File: src/design/pld_pkg.sv
// pld_pkg: shared types and constants of the posting list decoder
// transaction structs, opcode and status codes, internal stage structs
// no dependencies
`default_nettype none

package pld_pkg;

  localparam int unsigned PLD_MAX_DOCS = 65536;

  localparam logic [1:0] OP_START = 2'd0;
  localparam logic [1:0] OP_BYTE  = 2'd1;
  localparam logic [1:0] OP_MARK  = 2'd2;

  localparam logic [1:0] ST_POSTING   = 2'd0;
  localparam logic [1:0] ST_LIST_END  = 2'd1;
  localparam logic [1:0] ST_AFTER_END = 2'd2;

  typedef struct packed {
    logic [1:0]  opcode;
    logic [7:0]  stream_byte;
    logic [31:0] term_doc_count;
    logic [31:0] segment_base;
    logic [15:0] deleted_doc;
  } pld_in_t;

  typedef struct packed {
    logic [31:0] doc_number;
    logic [31:0] frequency;
    logic        last;
    logic [1:0]  status;
  } pld_out_t;

  // deleted map access from the decode stage
  typedef struct packed {
    logic        mark_en;
    logic [15:0] mark_doc;
    logic        look_en;
    logic [31:0] look_doc;
  } map_req_t;

  // candidate result between decode and result register
  typedef struct packed {
    logic        after_end;
    logic        closes;
    logic [31:0] doc;
    logic [31:0] base;
    logic [31:0] freq;
  } pend_t;

endpackage

`default_nettype wire

File: src/design/pld_out_stage.sv
// pld_out_stage: forms the result from a decoded posting and the map lookup
// depends on pld_pkg; holds the result register of the out channel
`default_nettype none

module pld_out_stage (
  input  wire logic             clk,
  input  wire logic             rst_n,
  input  wire logic             pend_valid,
  input  wire pld_pkg::pend_t   pend,
  input  wire logic             deleted,
  output logic                  out_ready,
  output logic                  out_valid,
  output pld_pkg::pld_out_t     out_data,
  input  wire logic             out_stall
);
  import pld_pkg::*;

  logic     out_valid_r;
  pld_out_t out_data_r;
  logic     has_res;
  pld_out_t res;

  assign out_ready = !out_valid_r || !out_stall;
  assign out_valid = out_valid_r;
  assign out_data  = out_data_r;

  always_comb begin
    has_res        = 1'b1;
    res.doc_number = 32'd0;
    res.frequency  = 32'd0;
    res.last       = 1'b0;
    res.status     = ST_AFTER_END;
    if (!pend.after_end) begin
      if (!deleted) begin
        res.doc_number = pend.base + pend.doc;
        res.frequency  = pend.freq;
        res.last       = pend.closes;
        res.status     = ST_POSTING;
      end else begin
        has_res    = pend.closes;
        res.last   = 1'b1;
        res.status = ST_LIST_END;
      end
    end
  end

  always_ff @(posedge clk) begin
    if (!rst_n) begin
      out_valid_r <= 1'b0;
    end else if (out_ready) begin
      out_valid_r <= pend_valid && has_res;
    end
  end

  always_ff @(posedge clk) begin
    if (out_ready && pend_valid && has_res) begin
      out_data_r <= res;
    end
  end

endmodule

`default_nettype wire

File: config.mk
export PLATFORM = sky130hd
export DESIGN_NAME = pld_out_stage
export DESIGN_NICKNAME = d
export VERILOG_FILES = /design/src/design/pld_pkg.sv /design/src/design/pld_out_stage.sv
export SDC_FILE = /design/constraint.sdc
export NUM_CORES = 1
export LEC_CHECK = 0
export BUFFER_PORTS_ARGS = -buffer_cell sky130_fd_sc_hd__buf_2
export CORE_ASPECT_RATIO = 1.75
export CORE_MARGIN = 3
export CORE_UTILIZATION = 44
export CTS_CLUSTER_DIAMETER = 100
export DETAILED_ROUTE_END_ITERATION = 8
export GPL_TIMING_DRIVEN = 0
export PLACE_DENSITY = 0.82
export REMOVE_ABC_BUFFERS = 1
export SLEW_MARGIN = 10
export SYNTH_ARGS = -nofsm -noshare
export SYNTH_HDL_FRONTEND = slang
export SYNTH_SLANG_ARGS = --single-unit
export TNS_END_PERCENT = 20
File: constraint.sdc
create_clock -name clk -period 6.5 [get_ports clk]
set_clock_uncertainty 0.05 [all_clocks]
set_input_delay 0.975 -clock clk [delete_from_list [all_inputs] [get_ports clk]]
set_output_delay 0.975 -clock clk [all_outputs]
set_load 0.1 [all_outputs]
==> metrics.txt <==
Die Area=0.0107 mm²; Syn-to-layout area delta=30.4%; accumulated negative setup slack=0 ps; run status=finished clean; number of antenna violations at the first check in global routing=0; number of global-route vias before repair=3680; Post-Synthesis Cells=395; most common cell after layout, fill and taps aside=buf_2; Most Used Layer, Global Route=met2; GR Util met2=0.384; antenna viol nets, final=0; data arrival at the endpoint of the critical path=3530 ps; core area=0.00915 mm²; number of buffers inserted by post-CTS setup repair=0; routability congestion estimate=0.860; Port Buf Inserts=171; startpoint type of the worst setup path=primary input; total vias in the final route=3650; unrepaired setup endpoints after global routing=no; number of buffers created by CTS=9; synthesis warning total=0; CP endpoint kind=flip-flop; Hold Slack=519 ps; proportion of register bits with asynchronous set or reset after synthesis=0; ratio of cells with drive above 1 in the final layout=0.349; Critical Path Fanout Max=4; met3 track demand over resource in global routing=0.0255; fill count=804; hold violation total from the final report=0; average via count per standard cell=5.31; final critical path time including I/O delays and setup=3530 ps; Routed WL per cell=15.3 µm; total wire length=10.5 mm; I/O Pins=172; data required time at the worst endpoint=6500 ps; clock buffer depth=2; count of hold buffers inserted by post-cts repair=0; leakage component of the power=0.00238 µW; Pwr per Cell Area=270 mW/mm²; highest-count cells in the layout ignoring fill and taps=buf_2 (171), edfxtp_1 (67), nor2_1 (45); IR drop worst, VDD=0.000155 V; largest net degree at the start of global routing=33; core occupancy in the finished layout=0.591; measured slew at the worst slew-check pin=735 ps; worst slew margin relative to its limit=0.506; Setup WS post-layout=2970 ps; row cnt=46; Worst Setup SP=pend[32]; distinct cell type count after synthesis=48; class of the tightest hold or removal check=flip-flop to flip-flop; RR Startpoint=out_valid; power after layout=1460 µW; critical hold path startpoint=out_valid; Initial Utilization=0.453; netlist area before placement=0.00415 mm²; count of pins over their slew limit=0; FF+latch count, synth=68; Syn Area/Cell=10.5 µm²; # resized after CTS=0; number of flops mapped to enable cells by yosys=67; iteration count of the initial detailed-routing pass=4; H-tree Lvls=3; height of the chip=134 µm; global-route congestion overflow total=0; root cell of the clock tree=clkbuf_16; die outline width=79.4 µm; dominant synthesized flop cell=edfxtp_1; maximum achievable frequency=0.284 GHz; worst slack after detailed placement=2680 ps; max-capacitance violation count=0; category of the critical setup timing path=primary input to flip-flop; source-to-sink clock delay at the later pin of the worst-skew pair=320 ps; first-pass GRT wire length=17.1 mm; proportion of synthesized chip area in sequential cells=0.490; final setup violation count=0; nets=698; combined global-route utilization of all metal layers=0.203; clock-pin slew on the worst setup and hold paths=50 ps; clock tree from TritonCTS=yes; DR DRC count=0; post-route clock period utilization=0.543; clock sink total=68; HPWL after detailed placement=8.71 mm; grt met1 use=0.212; antenna diode count=0; number of DRC markers after the initial detailed-route iteration=108
[power by group]
group	internal, µW	total [µW]	leakage (µW)	switching, µW
sequential	523	530	0.000666	7.08
combinational	129	523	0.00159	394
clock	251	406	0.000124	155
[kinds of logic after synthesis]
logic type	share of synthesized area
adder cells (fa/ha/maj)	0.0984
multiplexers	0.00241
XOR/XNOR	0.0549
AO/OA/AOI/OAI	0.165
AND/OR/NAND/NOR	0.171
buffers and inverters	0.0181
flip-flops	0.490
[area by class of cell]
cell class	count	area, µm²	area share
Clock buffer	11	233	0.0430
Clock inverter	4	17.5	0.00324
Inverter	3	11.3	0.00208
Multi-Input combinational cell	307	2050	0.380
Sequential cell	68	2030	0.376
Tap cell	120	150	0.0278
Timing Repair Buffer	174	911	0.168
[critical path, stage by stage]
cell	delay, ps
buf_2	100
ha_1	230
fa_1	420
a21o_1	230
a221o_1	340
a21oi_1	400
a22oi_1	240
a221oi_1	360
xor2_1	180
nor2_1	60
[registers in the layout, summed over array words and instances, names as in the netlist]
name       cells
out_data      67
out_valid      1
[stage by stage]
step	cell area [µm²]	instances
floorplan	4080	378
global placement	5090	669
detailed placement	5160	672
CTS	5410	687
global route	5410	687
finish	5410	687
[final timing paths]
path,to,slack [ps],cells after the start
worst max-delay path,out_data[63],2970,10
worst min-delay path,out_valid,520,2
worst max register to register,out_data[46],5120,2
worst min register to register,out_valid,520,2
[routing by layer]
layer  routed length, µm  vias to the layer above  share of wire
met5                   0                        -              0
met4                 441                        0          0.042
met3                 516                       37          0.049
met2                5910                      152           0.56
met1                3650                     1663           0.35
li1                    -                     1798              -
[cell usage after synthesis (2+ instances only)]
master,instances,share of area
ha_1,31,0.094
a21oi_2,2,0.0042
a21o_1,14,0.025
a211oi_1,2,0.0036
o21bai_1,4,0.0072
nor2_1,46,0.042
nand2_1,26,0.024
o211ai_1,2,0.0036
or2_2,2,0.0030
o21ai_0,22,0.027
nor2b_1,4,0.0060
clkbuf_1,16,0.014
o31ai_1,3,0.0054
o31a_2,2,0.0048
xor2_1,12,0.025
and2_1,34,0.051
inv_1,3,0.0027
nor3_1,11,0.013
nand4_1,10,0.015
edfxtp_1,67,0.49
or3_1,2,0.0030
a221oi_1,3,0.0063
a21oi_1,32,0.039
xnor2_1,14,0.030
nand3_1,5,0.0060
o21a_1,4,0.0072
Power figures use the tool's default switching activity.
