--- src/design/pld_pkg.sv ---
// pld_pkg: shared types and constants of the posting list decoder
// transaction structs, opcode and status codes, internal stage structs
// no dependencies
`default_nettype none

package pld_pkg;

  localparam int unsigned PLD_MAX_DOCS = 65536;

  localparam logic [1:0] OP_START = 2'd0;
  localparam logic [1:0] OP_BYTE  = 2'd1;
  localparam logic [1:0] OP_MARK  = 2'd2;

  localparam logic [1:0] ST_POSTING   = 2'd0;
  localparam logic [1:0] ST_LIST_END  = 2'd1;
  localparam logic [1:0] ST_AFTER_END = 2'd2;

  typedef struct packed {
    logic [1:0]  opcode;
    logic [7:0]  stream_byte;
    logic [31:0] term_doc_count;
    logic [31:0] segment_base;
    logic [15:0] deleted_doc;
  } pld_in_t;

  typedef struct packed {
    logic [31:0] doc_number;
    logic [31:0] frequency;
    logic        last;
    logic [1:0]  status;
  } pld_out_t;

  // deleted map access from the decode stage
  typedef struct packed {
    logic        mark_en;
    logic [15:0] mark_doc;
    logic        look_en;
    logic [31:0] look_doc;
  } map_req_t;

  // candidate result between decode and result register
  typedef struct packed {
    logic        after_end;
    logic        closes;
    logic [31:0] doc;
    logic [31:0] base;
    logic [31:0] freq;
  } pend_t;

endpackage

`default_nettype wire

--- src/design/pld_decode.sv ---
// pld_decode: input register, varint decode and running document state
// depends on pld_pkg; feeds pld_del_map and pld_out_stage
`default_nettype none

module pld_decode (
  input  wire logic              clk,
  input  wire logic              rst_n,
  input  wire logic              in_valid,
  input  wire pld_pkg::pld_in_t  in_data,
  output logic                   in_stall,
  input  wire logic              map_busy,
  input  wire logic              out_ready,
  output pld_pkg::map_req_t      map_req,
  output logic                   pend_valid_r,
  output pld_pkg::pend_t         pend_r
);
  import pld_pkg::*;

  logic        in_valid_r;
  pld_in_t     in_r;
  logic        p_free;
  logic        adv;

  logic [31:0] accum_r, accum_nxt;
  logic [2:0]  idx_r, idx_nxt;
  logic        expect_r, expect_nxt;
  logic [31:0] running_r, running_nxt;
  logic [31:0] seen_r, seen_nxt;
  logic [31:0] total_r, total_nxt;
  logic [31:0] base_r, base_nxt;

  logic [31:0] grp;
  logic [31:0] value;
  logic [31:0] seen_inc;
  logic        at_end;
  logic        finish;
  logic        has_pend;
  pend_t       pend_nxt;

  assign p_free   = !pend_valid_r || out_ready;
  assign adv      = in_valid_r && p_free;
  assign in_stall = map_busy || (in_valid_r && !p_free);

  assign seen_inc = seen_r + 32'd1;
  assign at_end   = (seen_r == total_r);

  always_comb begin
    case (idx_r)
      3'd0:    grp = {25'd0, in_r.stream_byte[6:0]};
      3'd1:    grp = {18'd0, in_r.stream_byte[6:0], 7'd0};
      3'd2:    grp = {11'd0, in_r.stream_byte[6:0], 14'd0};
      3'd3:    grp = {4'd0, in_r.stream_byte[6:0], 21'd0};
      3'd4:    grp = {in_r.stream_byte[3:0], 28'd0};
      default: grp = 32'd0;
    endcase
  end

  assign value = accum_r | grp;

  always_comb begin
    accum_nxt   = accum_r;
    idx_nxt     = idx_r;
    expect_nxt  = expect_r;
    running_nxt = running_r;
    seen_nxt    = seen_r;
    total_nxt   = total_r;
    base_nxt    = base_r;
    finish      = 1'b0;
    has_pend    = 1'b0;
    pend_nxt.after_end = 1'b0;
    pend_nxt.closes    = 1'b0;
    pend_nxt.freq      = 32'd1;
    unique case (in_r.opcode)
      OP_START: begin
        total_nxt   = in_r.term_doc_count;
        base_nxt    = in_r.segment_base;
        accum_nxt   = 32'd0;
        idx_nxt     = 3'd0;
        expect_nxt  = 1'b0;
        running_nxt = 32'd0;
        seen_nxt    = 32'd0;
      end
      OP_BYTE: begin
        if (at_end) begin
          has_pend           = 1'b1;
          pend_nxt.after_end = 1'b1;
        end else if (in_r.stream_byte[7]) begin
          accum_nxt = value;
          idx_nxt   = (idx_r == 3'd7) ? 3'd7 : idx_r + 3'd1;
        end else begin
          accum_nxt = 32'd0;
          idx_nxt   = 3'd0;
          if (expect_r) begin
            expect_nxt    = 1'b0;
            finish        = 1'b1;
            pend_nxt.freq = value;
          end else begin
            running_nxt = running_r + {1'b0, value[31:1]};
            if (value[0]) begin
              finish = 1'b1;
            end else begin
              expect_nxt = 1'b1;
            end
          end
        end
      end
      default: ;
    endcase
    if (finish) begin
      seen_nxt        = seen_inc;
      has_pend        = 1'b1;
      pend_nxt.closes = (seen_inc == total_r);
    end
    pend_nxt.doc  = running_nxt;
    pend_nxt.base = base_r;
  end

  assign map_req.mark_en  = adv && (in_r.opcode == OP_MARK);
  assign map_req.mark_doc = in_r.deleted_doc;
  assign map_req.look_en  = adv;
  assign map_req.look_doc = running_nxt;

  always_ff @(posedge clk) begin
    if (!rst_n) begin
      in_valid_r   <= 1'b0;
      pend_valid_r <= 1'b0;
      accum_r      <= '0;
      idx_r        <= '0;
      expect_r     <= 1'b0;
      running_r    <= '0;
      seen_r       <= '0;
      total_r      <= '0;
      base_r       <= '0;
    end else begin
      if (!in_stall) begin
        in_valid_r <= in_valid;
      end
      if (p_free) begin
        pend_valid_r <= adv && has_pend;
      end
      if (adv) begin
        accum_r   <= accum_nxt;
        idx_r     <= idx_nxt;
        expect_r  <= expect_nxt;
        running_r <= running_nxt;
        seen_r    <= seen_nxt;
        total_r   <= total_nxt;
        base_r    <= base_nxt;
      end
    end
  end

  always_ff @(posedge clk) begin
    if (!in_stall && in_valid) begin
      in_r <= in_data;
    end
    if (adv && has_pend) begin
      pend_r <= pend_nxt;
    end
  end

endmodule

`default_nettype wire

--- config.mk ---
export PLATFORM = sky130hd
export DESIGN_NAME = pld_decode
export DESIGN_NICKNAME = d
export VERILOG_FILES = /design/src/design/pld_pkg.sv /design/src/design/pld_decode.sv
export SDC_FILE = /design/constraint.sdc
export NUM_CORES = 1
export LEC_CHECK = 0
export ABC_AREA = 1
export BUFFER_PORTS_ARGS = -buffer_cell sky130_fd_sc_hd__buf_2
export CELL_PAD_IN_SITES_DETAIL_PLACEMENT = 1
export CELL_PAD_IN_SITES_GLOBAL_PLACEMENT = 2
export CORE_UTILIZATION = 37
export CTS_CLUSTER_DIAMETER = 40
export DETAILED_ROUTE_END_ITERATION = 10
export GPL_TIMING_DRIVEN = 0
export PLACE_DENSITY = 0.95
export SKIP_CTS_REPAIR_TIMING = 1
export SYNTH_ARGS = -nofsm -noshare
export SYNTH_HDL_FRONTEND = slang
export SYNTH_SLANG_ARGS = --single-unit
--- constraint.sdc ---
create_clock -name clk -period 9.4 [get_ports clk]
set_input_delay 2.35 -clock clk [delete_from_list [all_inputs] [get_ports clk]]
set_output_delay 2.35 -clock clk [all_outputs]
set_load 0.005 [all_outputs]
==> out/results.txt, run 1 <==
status = finished clean
Critical Path End Type = output port
Synth top area share = 0.331
Iteration-0 DRC Markers = 698
Die Ht = 217 um
global-route wire length before repair = 89900 um
Placed Cells = 2880
count of final max-slew check failures = 0
Seq/Total Area, Yosys = 0.526
r2r setup slk = 5.07 ns
Worst Hold Launch = base_r[8]
Slew headroom = 0.229
minimum clock period = 7.30 ns
GR Overflow Total = 0
CP Cell Sequence = inv_1, ha_1, nand2_1, o21ai_0, ha_1, inv_1, fa_1, o21ai_0, nand2_1, nand2_1, nand3_1, nand2_1, xor2_1, nand2_1, nand2_1, inv_1, o21ai_0, buf_4, buf_2
top-count cell post-synth = nand2_1
reg2reg start = idx_r[0]
number of CTS-inserted buffers = 59
Syn Inst Count = 2033
Clock Tree Buf Depth = 3
Core ar. = 45400 sq um
maximum clock frequency = 137 MHz
initial antenna violation count = 0
DRT antenna net count = 0
fraction of final layout cells sized beyond drive strength 1 = 0.189
area of the mapped netlist = 17100 sq um
Diodes inserted = 0
Synth async-reset ratio = 0
critical path launch point type = flip-flop
Nets = 2477
Tcrit/Tclk final = 0.776
PortBufs = 244
power per cell area = 201 nW/um^2
Sequential Area = 8970 sq um
Starting Density = 0.376
Die Width = 217 um
setup ws final = 2.10 ns
worst r2r dst = pend_r[78]
# DRC = 0
Multi-input gate area = 6520 sq um
drt first pass iters = 5
Unique masters post-synth = 47
TritonCTS clock tree = done
Final Hold Slack = 0.427 ns
Via density = 5.05
total die area = 47000 sq um
type of the worst setup path = flip-flop to output port
Detailed Place HPWL = 44400 um
cell row count = 78
CP dominant cell by count = nand2_1
# clock sinks = 354
Max IR drop VDD = 0.275 mV
WP data required = 7.05 ns
routed length per instance = 19.6 um
pre-CTS setup slack = 2.70 ns
CTS clock-pin slew for the worst setup and hold paths = 0.06 ns
CP startpoint = idx_r[0]
worst-margin pin slew = 1.15 ns
P_leak = 9.03 nW
Root Buffer = clkbuf_16
MaxCap Viol Count = 0
FF+latch count, synth = 354
vias = 15100
Critical Path Fanout Max = 7
# fillers = 5455
Synth area leader = edfxtp_1
number of I/O pins = 245
clk_lat worst skew = 0.64 ns
hold path depth = 0
Synth Net Count = 2169
DRT Wirelength = 58700 um
slowest CP cell = o21ai_0
largest net degree at the start of global routing = 53
Syn Area/Cell = 8.39 sq um
Fin. Hold Viols = 0
# H-tree levels = 2
routability cong. = 0.939
prevailing post-synth register cell = edfxtp_1
Synth Warn # = 0
Post-Layout Cell Count = 2992
GR Util All Layers = 0.250
CP max stage delay = 0.62 ns
Critical Path AT = 4.95 ns
top cells by area, synth = edfxtp_1, dfxtp_1, nand2_1, a21oi_1, o21ai_0
top cells by count, synth = nand2_1, nor2_1, inv_1, edfxtp_1
setup TNS = 0 ns
Worst Reg-to-Reg Cells = 17
vias in the first global route = 15900
number of enable flip-flop cells after synthesis = 188
hold crit path type = flip-flop to flip-flop
Setup violations, final = 0
Hold Path End = pend_r[40]
clk_skew = 0.0424 ns
Area Growth Syn to Fin = 24.2%
RSZ-0062 raised after global routing = false
==> how the worst max path moves through the flow <==
stage	endpoint	slack [ns]	cells after the start
detailed placement	map_req[14]	2.70	19
CTS	map_req[14]	2.02	19
global placement	map_req[35]	0.45	4
finish	map_req[14]	2.10	19
floorplan	in_r[16]	2.47	3
global route	map_req[14]	1.70	19
==> report_power, final <==
part           total, W  switching [W]  internal (W)
clock           0.00223       0.000874       0.00136
combinational  0.000329       0.000222      0.000107
sequential      0.00170      0.0000233       0.00167
total           0.00426        0.00112       0.00314
==> layer usage <==
metal	wire length, um	track usage	part of all wire	vias up
met5	0	0	0	-
met4	2280	0.104	0.039	0
met3	3270	0.0563	0.056	128
met2	28400	0.432	0.48	384
met1	24800	0.298	0.42	7306
li1	-	-	-	7292
==> cells in the final DEF (no fill, tap or decap), types with 12 or more instances in the layout <==
master,instances
nand2_1,423
buf_2,255
nor2_1,232
inv_1,230
edfxtp_1,188
o21ai_0,180
a21oi_1,180
dfxtp_1,166
nand3_1,114
clkbuf_16,59
buf_4,57
clkbuf_1,53
ha_1,40
nor3_1,26
xnor2_1,21
xor2_1,20
nand4_1,15
inv_6,12
==> critical path: cells and delay by family (launching register included) <==
kind / cells / cell delay, ns
AOI/OAI and AO/OA: 3 / 1.51
adders and majority gates: 3 / 0.88
and+or+nand+nor: 7 / 0.86
buffers and inverters: 5 / 0.56
DFF: 1 / 0.33
xor gates and xnor gates: 1 / 0.18
==> flip-flops by register name (all words and copies together) (netlist names) <==
| register | count |
|---|---|
| accum_r | 32 |
| base_r | 32 |
| expect_r | 1 |
| idx_r | 3 |
| in_r | 74 |
| in_valid_r | 1 |
| map_req | 16 |
| pend_r | 98 |
| pend_valid_r | 1 |
| running_r | 32 |
| seen_r | 32 |
| total_r | 32 |
==> layout make-up <==
type                    count  area share
flip-flops and latches    354       0.423
multi-input cells        1321       0.308
clock buffers              68      0.0732
repair buffers            247      0.0608
inverters                 241      0.0428
well taps                 600      0.0354
plain buffers             117      0.0318
clock inverters            44      0.0250
==> logic make-up (layout without fill, tap and decap cells) <==
| logic type | after synthesis | after routing | synth area share |
|---|---|---|---|
| and+or+nand+nor | 841 | 841 | 0.207 |
| AOI/OAI and AO/OA | 397 | 397 | 0.122 |
| buffers and inverters | 358 | 717 | 0.0926 |
| DFF | 354 | 354 | 0.526 |
| xor gates and xnor gates | 42 | 42 | 0.0220 |
| adders and majority gates | 41 | 41 | 0.0305 |
==> through the flow <==
stage,total power [W],util,instance area (sq um)
after global placement,0.00204,0.419,19000
after detailed placement,0.00206,0.421,19100
final,0.00426,0.467,21200
after floorplan,0.00191,-,17100
after CTS,0.00430,0.467,21200
after global routing,0.00439,0.467,21200
Power figures use the tool's default switching activity.
==> run 2: changes to the inputs <==
--- a/config.mk
+++ b/config.mk
@@ -9,11 +9,11 @@
 export BUFFER_PORTS_ARGS = -buffer_cell sky130_fd_sc_hd__buf_2
 export CELL_PAD_IN_SITES_DETAIL_PLACEMENT = 1
 export CELL_PAD_IN_SITES_GLOBAL_PLACEMENT = 2
-export CORE_UTILIZATION = 37
+export CORE_UTILIZATION = 31
 export CTS_CLUSTER_DIAMETER = 40
 export DETAILED_ROUTE_END_ITERATION = 10
 export GPL_TIMING_DRIVEN = 0
-export PLACE_DENSITY = 0.95
+export PLACE_DENSITY = 0.86
 export SKIP_CTS_REPAIR_TIMING = 1
 export SYNTH_ARGS = -nofsm -noshare
 export SYNTH_HDL_FRONTEND = slang
==> constraint.sdc (replaced) <==
create_clock -name clk -period 5.9 [get_ports clk]
set_input_delay 1.475 -clock clk [delete_from_list [all_inputs] [get_ports clk]]
set_output_delay 1.475 -clock clk [all_outputs]
set_load 0.005 [all_outputs]
==> run 2 against run 1 <==
Clock-buffer cell count up 15. First-iteration DRC count is 2.1% higher. Routed wire length grew 1.2%. Non-clock buffer count unchanged.
==> out/results.txt, run 2 (same netlist as run 1, synthesis figures left out) <==
status = finished clean (unchanged)
largest registers = pend_r (98), in_r (74) (unchanged)
Detailed Place HPWL = 44700 um (was 44400 um)
PortBufs = 244 (unchanged)
# H-tree levels = 3 (was 2)
Iteration-0 DRC Markers = 713 (was 698)
hold crit path type = flip-flop to flip-flop (unchanged)
MaxCap Viol Count = 0 (unchanged)
setup TNS = 0 ns (unchanged)
TritonCTS clock tree = done (unchanged)
minimum clock period = 5.69 ns
routability cong. = 0.900 (was 0.939)
CTS clock-pin slew for the worst setup and hold paths = 0.05 ns (was 0.06 ns)
Final Hold Slack = 0.425 ns (was 0.427 ns)
GR Overflow Total = 0 (unchanged)
P_sw = 0.00182 W (was 0.00112 W)
Critical Path AT = 4.22 ns (was 4.95 ns)
max reg flops = 98 (unchanged)
fin area = 21700 sq um (was 21200 sq um)
Starting Density = 0.315 (was 0.376)
most frequent cells in the layout = nand2_1, buf_2, nor2_1 (unchanged)
count of final max-slew check failures = 0 (unchanged)
critical path launch point type = flip-flop (unchanged)
met1 Use GR = 0.261 (was 0.298)
# DRC = 0 (unchanged)
Multi-input gate area = 6560 sq um (was 6520 sq um)
P_int = 0.00551 W (was 0.00314 W)
# clock sinks = 354 (unchanged)
CP Cell Sequence = inv_1, o21ai_0, ha_1, inv_1, nor3_1, nand2_1, nor2_1, nor2_1, nand3_1, nand3_1, nand2_1, o21ai_0, buf_4, buf_2 (was inv_1, ha_1, nand2_1, o21ai_0, ha_1, inv_1, fa_1, o21ai_0, nand2_1, nand2_1, nand3_1, nand2_1, xor2_1, nand2_1, nand2_1, inv_1, o21ai_0, buf_4, buf_2)
Core ar. = 54100 sq um (was 45400 sq um)
Critical Path Fanout Max = 6 (was 7)
Via density = 4.86 (was 5.05)
Setup violations, final = 0 (unchanged)
M3 GR Usage = 0.0467 (was 0.0563)
fraction of final layout cells sized beyond drive strength 1 = 0.198 (was 0.189)
drt first pass iters = 5 (unchanged)
P_leak = 9.23 nW (was 9.03 nW)
Placement Cell Area = 19200 sq um (was 19100 sq um)
Die Width = 237 um (was 217 um)
clk_lat worst skew = 0.60 ns (was 0.64 ns)
Slew headroom = 0.256 (was 0.229)
DRT antenna net count = 0 (unchanged)
power per cell area = 338 nW/um^2 (was 201 nW/um^2)
vias in the first global route = 15700 (was 15900)
final core utilization = 0.401 (was 0.467)
RSZ-0062 raised after global routing = false (unchanged)
maximum clock frequency = 176 MHz
initial antenna violation count = 3 (was 0)
net switching fraction of the power = 0.248 (was 0.263)
cell row count = 85 (was 78)
Nets = 2487 (was 2477)
worst-margin pin slew = 1.11 ns (was 1.15 ns)
global-route wire length before repair = 90700 um (was 89900 um)
total die area = 56000 sq um (was 47000 sq um)
slowest CP cell = o21ai_0 (unchanged)
Area Growth Syn to Fin = 27.3% (was 24.2%)
global-route track usage on met2 = 0.361 (was 0.432)
WP data required = 4.43 ns (was 7.05 ns)
clk_skew = 0.0310 ns (was 0.0424 ns)
commonest non-fill, non-tap cell in the layout = nand2_1 (unchanged)
vias = 15100 (about the same)
GR Util All Layers = 0.212 (was 0.250)
Sequential Area = 8970 sq um (unchanged)
Comb pwr share = 0.072 (was 0.077)
Die Ht = 237 um (was 217 um)
Max IR drop VDD = 0.373 mV (was 0.275 mV)
Reg power frac = 0.369 (was 0.399)
Clock Tree Buf Depth = 3 (unchanged)
Fin. Hold Viols = 0 (unchanged)
Tcrit/Tclk final = 0.964
Root Buffer = clkbuf_16 (unchanged)
most used routing layer = met2 (unchanged)
Reg with most FFs = pend_r (unchanged)
Power Total = 0.00733 W (was 0.00426 W)
# fillers = 6417 (was 5455)
type of the worst setup path = flip-flop to output port (unchanged)
number of I/O pins = 245 (unchanged)
routed length per instance = 19.1 um (was 19.6 um)
clock power share = 0.559 (was 0.524)
DRT Wirelength = 59400 um (was 58700 um)
Critical Path End Type = output port (unchanged)
largest net degree at the start of global routing = 52 (was 53)
CP max stage delay = 0.68 ns (was 0.62 ns)
number of CTS-inserted buffers = 69 (was 59)
-- run 2: cell types whose count changed in the layout (fill, tap and decap cells not counted), sizes merged --
cell	previous run	this run
clkbuf	116	131
bufinv	5	7
diode	0	1
clkinv	19	18
-- run 2: layer usage --
layer,share of wire,wire length [um]
met5,0,0
met1,0.43,25600
met3,0.056,3320
met2,0.48,28600
met4,0.032,1880
-- run 2: power by group through the flow --
| stage | Clock (W) | Combinational [W] | Sequential, W |
|---|---|---|---|
| global placement | 0 | 0.000504 | 0.00276 |
| floorplan | 0 | 0.000303 | 0.00274 |
| CTS | 0.00420 | 0.000528 | 0.00271 |
| global route | 0.00431 | 0.000581 | 0.00271 |
| detailed placement | 0 | 0.000524 | 0.00275 |
| finish | 0.00410 | 0.000527 | 0.00271 |
-- run 2: area by class of cell --
type | instances | share of cell area
Sequential cell | 354 | 0.413
Buffer | 117 | 0.0311
Multi-Input combinational cell | 1321 | 0.302
Clock inverter | 45 | 0.0244
Tap cell | 696 | 0.0401
Inverter | 241 | 0.0418
Antenna cell | 1 | 0.000115
Clock buffer | 83 | 0.0882
Timing Repair Buffer | 247 | 0.0594
-- run 2: path summary, 6_finish.rpt --
check / from / end / slack (ns) / cells after the start
setup reg to reg: in_r[81] / pend_r[94] / 2.25 / 12
hold reg to reg: base_r[9] / pend_r[41] / 0.42 / 0
hold / removal: base_r[9] / pend_r[41] / 0.42 / 0
setup / recovery: in_r[81] / map_req[30] / 0.21 / 14
-- run 2: worst max-delay path: cells and delay by family (launching register included) --
family                   cells  cell delay [ns]
adder cells (fa/ha/maj)      1             0.31
buffers and inverters        4             0.69
AND/OR/NAND/NOR              7             1.24
AO/OA/AOI/OAI                2             0.84
flip-flops                   1             0.55
-- run 2: stage by stage --
| step | instances | setup slack, ns |
|---|---|---|
| floorplan | 2033 | 1.38 |
| global placement | 2973 | -0.304 |
| detailed placement | 2976 | 0.277 |
| CTS | 3104 | -0.379 |
| global route | 3105 | 0.0174 |
| finish | 3105 | 0.210 |
